===== config.mk =====
export PLATFORM = sky130hd
export DESIGN_NAME = ftdv_ctrl
export DESIGN_NICKNAME = d
export VERILOG_FILES = /design/src/rtl/core/ftdv_pkg.sv /design/src/rtl/core/ftdv_ctrl.sv
export SDC_FILE = /design/constraint.sdc
export NUM_CORES = 1
export LEC_CHECK = 0
export ABC_AREA = 1
export BUFFER_PORTS_ARGS = -buffer_cell sky130_fd_sc_hd__buf_2
export CORE_AREA = 2 2 39 41
export DETAILED_ROUTE_END_ITERATION = 12
export DIE_AREA = 0 0 41 43
export PLACE_DENSITY = 0.49
export SKIP_CTS_REPAIR_TIMING = 1
export SYNTH_ARGS = -nofsm -noshare
export SYNTH_HDL_FRONTEND = slang
export SYNTH_SLANG_ARGS = --single-unit

===== constraint.sdc =====
create_clock -name clk -period 1.9 [get_ports clk]
set_clock_uncertainty 0.05 [all_clocks]
set_input_delay 0.19 -clock clk [delete_from_list [all_inputs] [get_ports clk]]
set_output_delay 0.19 -clock clk [all_outputs]
set_load 0.05 [all_outputs]

===== src/rtl/core/ftdv_pkg.sv =====
// Shared types, codes and helper functions for the font table directory validator.
package ftdv_pkg;

    localparam int DEF_MAX_TABLES = 1024;

    localparam int CFG_INDEX_W = 3;
    localparam int CFG_DATA_W  = 32;

    // Configuration register indexes
    localparam logic [CFG_INDEX_W-1:0] CFG_RESOURCE_SIZE    = 3'd0;
    localparam logic [CFG_INDEX_W-1:0] CFG_DIRECTORY_START  = 3'd1;
    localparam logic [CFG_INDEX_W-1:0] CFG_TABLE_TOTAL      = 3'd2;
    localparam logic [CFG_INDEX_W-1:0] CFG_COLLECTION_END   = 3'd3;
    localparam logic [CFG_INDEX_W-1:0] CFG_SEARCH_RANGE     = 3'd4;
    localparam logic [CFG_INDEX_W-1:0] CFG_ENTRY_SELECTOR   = 3'd5;
    localparam logic [CFG_INDEX_W-1:0] CFG_RANGE_SHIFT      = 3'd6;

    // Result status codes
    localparam logic [2:0] STATUS_OK            = 3'd0;
    localparam logic [2:0] STATUS_BAD_TAG       = 3'd1;
    localparam logic [2:0] STATUS_UNSORTED      = 3'd2;
    localparam logic [2:0] STATUS_DUPLICATE     = 3'd3;
    localparam logic [2:0] STATUS_RANGE_ESCAPE  = 3'd4;
    localparam logic [2:0] STATUS_DIR_OVERLAP   = 3'd5;
    localparam logic [2:0] STATUS_TABLE_OVERLAP = 3'd6;
    localparam logic [2:0] STATUS_SKIPPED       = 3'd7;

    localparam logic [7:0]  TAG_MIN          = 8'h20;
    localparam logic [7:0]  TAG_MAX          = 8'h7e;
    localparam logic [15:0] DIR_HEADER_BYTES = 16'd12;
    localparam int          DIR_RECORD_SHIFT = 4;  // 16 bytes per directory record

    typedef struct packed {
        logic        first_record;
        logic [31:0] record_tag;
        logic [31:0] table_start;
        logic [31:0] table_size;
    } in_word_t;

    typedef struct packed {
        logic [2:0]  status;
        logic [9:0]  record_number;
        logic        done_res;
        logic [41:0] payload_total;
        logic [10:0] empty_count;
        logic [10:0] misaligned_count;
        logic        search_match;
    } out_word_t;

    typedef enum logic [1:0] {
        ST_IDLE,
        ST_CHECK,
        ST_WALK,
        ST_FINISH
    } state_t;

    typedef struct packed {
        logic load;     // capture the input word
        logic check;    // latch the result of the per-record checks
        logic step;     // advance the range store walk
        logic overlap;  // record a table overlap
        logic commit;   // retire the record and load the output register
    } cmd_t;

    typedef struct packed {
        logic early_stop;  // no walk needed: failed, skipped or first record
        logic walk_hit;
        logic walk_end;
        logic out_free;
    } sts_t;

    function automatic logic tag_printable(input logic [31:0] tag);
        logic ok;
        ok = 1'b1;
        for (int k = 0; k < 4; k++) begin
            if (tag[8*k +: 8] < TAG_MIN || tag[8*k +: 8] > TAG_MAX) begin
                ok = 1'b0;
            end
        end
        return ok;
    endfunction

    // Compare the header search fields with the values implied by the table count.
    function automatic logic search_fields_match(
        input logic [10:0] count,
        input logic [15:0] range_f,
        input logic [15:0] sel_f,
        input logic [15:0] shift_f
    );
        logic [3:0]  sel;
        logic [15:0] exp_range;
        logic [15:0] exp_shift;
        sel = 4'd0;
        for (int b = 1; b < 11; b++) begin
            if (count[b]) begin
                sel = 4'(b);
            end
        end
        exp_range = 16'd1 << (sel + 4'(DIR_RECORD_SHIFT));
        exp_shift = {1'b0, count, 4'b0000} - exp_range;
        return (range_f == exp_range) && (sel_f == {12'b0, sel}) && (shift_f == exp_shift);
    endfunction

endpackage


===== src/rtl/core/ftdv_ctrl.sv =====
// Sequencing state machine for the table directory validator.
module ftdv_ctrl (
    input  logic            clk,
    input  logic            rst_n,
    input  logic            in_valid,
    output logic            in_stall,
    input  ftdv_pkg::sts_t  sts,
    output ftdv_pkg::cmd_t  cmd
);

    ftdv_pkg::state_t state_reg;
    ftdv_pkg::state_t state_next;

    always_ff @(posedge clk or negedge rst_n)
    begin
        if (!rst_n)
        begin
            state_reg <= ftdv_pkg::ST_IDLE;
        end
        else
        begin
            state_reg <= state_next;
        end
    end

    always_comb
    begin
        state_next = state_reg;
        cmd        = '0;
        in_stall   = 1'b1;
        unique case (state_reg)
            ftdv_pkg::ST_IDLE:
            begin
                in_stall = 1'b0;
                if (in_valid)
                begin
                    cmd.load   = 1'b1;
                    state_next = ftdv_pkg::ST_CHECK;
                end
            end
            ftdv_pkg::ST_CHECK:
            begin
                cmd.check = 1'b1;
                if (sts.early_stop)
                begin
                    state_next = ftdv_pkg::ST_FINISH;
                end
                else
                begin
                    cmd.step   = 1'b1;
                    state_next = ftdv_pkg::ST_WALK;
                end
            end
            ftdv_pkg::ST_WALK:
            begin
                if (sts.walk_hit)
                begin
                    cmd.overlap = 1'b1;
                    state_next  = ftdv_pkg::ST_FINISH;
                end
                else if (sts.walk_end)
                begin
                    state_next = ftdv_pkg::ST_FINISH;
                end
                else
                begin
                    cmd.step = 1'b1;
                end
            end
            ftdv_pkg::ST_FINISH:
            begin
                if (sts.out_free)
                begin
                    cmd.commit = 1'b1;
                    state_next = ftdv_pkg::ST_IDLE;
                end
            end
            default:
            begin
                state_next = ftdv_pkg::ST_IDLE;
            end
        endcase
    end

endmodule


==> results.sh <==
export IMPL_status="finished, final reports clean"
export IMPL_critPathLaunchType="flip-flop"
export IMPL_ant_nets=0
export IMPL_rsz0062_at_grt="no"
export IMPL_cp_end_kind="output pin"
export IMPL_fillerInstances=165
export IMPL_fin_crit_sh=0.905
export IMPL_synth_area_um2=278
export IMPL_hpwl_um=430
export IMPL_syn_area_per_cell_um2=6.77
export IMPL_tns_ns=0
export IMPL_tightest_slew_ns=0.249
export IMPL_cts_root_buf="clkbuf_4"
export IMPL_wl_per_cell_um=6.93
export IMPL_grtUsageTotal=0.0724
export IMPL_hp_class="input port to async pin"
export IMPL_reg2regPathDepth=7
export IMPL_synth_cell_types=13
export IMPL_vias_per_cell=3.78
export IMPL_mostFrequentLayoutCells="nand2_1 (12), buf_2 (12), inv_1 (9), ha_1 (6)"
export IMPL_criticalPathCategory="flip-flop to output pin"
export IMPL_grt_antenna_before_repair=0
export IMPL_drc_errors=0
export IMPL_insertion_delay_ns=0.22
export IMPL_stdcell_area_um2=390
export IMPL_core_rowCount=14
export IMPL_n_antenna_cell=0
export IMPL_cts_tree="yes"
export IMPL_largest_reg_flops=2
export IMPL_vias=276
export IMPL_worst_ep_arrival_time_ns=1.48
export IMPL_fin_crit_ns=1.72
export IMPL_start_util=0.201
export IMPL_overflow=0
export IMPL_max_slew_margin=0.835
export IMPL_areaGrowthSynthToFinish_pct=40.5
export IMPL_p_leak_uw=0.000260
export IMPL_grt_max_degree=7
export IMPL_die_x_um=41
export IMPL_drv_slew=0
export IMPL_worst_ir_drop_vdd_uv=563
export IMPL_register_area_um2=50.0
export IMPL_max_clock_freq_ghz=0.581
export IMPL_htreeDepth=1
export IMPL_drt_total_wl_um=506
export IMPL_ys_ff_latch=2
export IMPL_io_buffer_count=12
export IMPL_crit_required_ns=1.66
export IMPL_syn_nets=54
export IMPL_hold_viol=0
export IMPL_path_max_fanout=5
export IMPL_io_pins=13
export IMPL_layout_drive_gt1_share=0.386
export IMPL_netlist_instances=41
export IMPL_power_density_mw_per_mm2=1760
export IMPL_yosysSeqAreaShare=0.180
export IMPL_setup_viol=0
export IMPL_place_gp_congestion=0.712
export IMPL_dpl_worst_slack_ns=0.402
export IMPL_die_height_um=43
export IMPL_multi_input_area_um2=190
export IMPL_core_area_mm2=0.00138
export IMPL_drtPass1Iterations=4
export IMPL_grt_pass1_wl_um=800
export IMPL_nets=72
export IMPL_layout_setup_ws_ns=0.180
export IMPL_dpl_cell_area_um2=358
export IMPL_drt_iter0_markers=3
export IMPL_fp_dieArea_mm2=0.00176
export IMPL_cts_buffers=3
export IMPL_clk_pin_slew_ns=0.03
export IMPL_cap_violations=0
export IMPL_cts_max_path_buffers=2
export IMPL_grt_pass1_vias=226
export IMPL_yosysWarnings=0
export IMPL_whs_ns=0.238
export IMPL_cts_sinks=2
## report_power, final
group / leakage, µW / total [µW] / internal (µW) / switching (µW)
sequential: 0.0000239 / 103 / 67.2 / 36.2
clock: 0.0000138 / 92.7 / 69.6 / 23.1
combinational: 0.000222 / 491 / 148 / 342
total: 0.000260 / 687 / 285 / 402
## critical path: stages, from the launching register on
cell      delay (ns)
dfrtp_1         0.42
inv_1           0.12
ha_1            0.30
a21boi_1        0.14
buf_2           0.27
## worst paths after layout
path,end,from,slack (ns)
max in group asynchronous,state_reg[0],rst_n,1.46
min in group clk,state_reg[0],sts[3],0.28
setup / recovery,cmd[2],state_reg[1],0.18
setup reg to reg,state_reg[0],state_reg[1],0.65
hold / removal,state_reg[1],rst_n,0.24
hold reg to reg,state_reg[1],state_reg[1],0.53
## per-stage QoR
stage | std cells | power, µW | util
2_1_floorplan | 41 | 506 | -
3_3_place_gp | 69 | 606 | 0.259
3_5_place_dp | 69 | 601 | 0.259
4_1_cts | 72 | 701 | 0.275
5_1_grt | 73 | 756 | 0.282
6_report | 73 | 687 | 0.282
## cell usage after synthesis
library cell | instances | area share
nand3_1 | 1 | 0.018
nand2_1 | 12 | 0.16
ha_1 | 6 | 0.27
a21boi_1 | 1 | 0.027
dfrtp_1 | 2 | 0.18
nand4_1 | 1 | 0.023
nand3_2 | 1 | 0.036
a21oi_2 | 1 | 0.032
nor2_1 | 2 | 0.027
inv_2 | 1 | 0.014
nand2_2 | 3 | 0.068
inv_1 | 9 | 0.12
nor2_2 | 1 | 0.023
## cells by family (layout without fill, tap and decap cells)
group / count (synthesis) / count (layout) / synth area share
AND/OR/NAND/NOR: 21 / 21 / 0.356
buffers and inverters: 10 / 26 / 0.135
adder cells (fa/ha/maj): 6 / 6 / 0.270
AO/OA/AOI/OAI: 2 / 2 / 0.0586
flip-flops: 2 / 2 / 0.180
## layout make-up
type	instances	share of cell area
inverter	10	0.0962
clock buffer	3	0.0577
sequential	2	0.128
timing repair buffer	13	0.179
tap	16	0.0513
multi-input combinational	29	0.487
## layer usage
metal | track usage | share of wire | routed length [µm]
met3 | 0.0314 | 0.047 | 24
met4 | 0.0800 | 0 | 0
met5 | 0 | 0 | 0
met2 | 0.0906 | 0.50 | 254
met1 | 0.0806 | 0.45 | 227
Note: power is estimated with default switching activity, not from simulation.
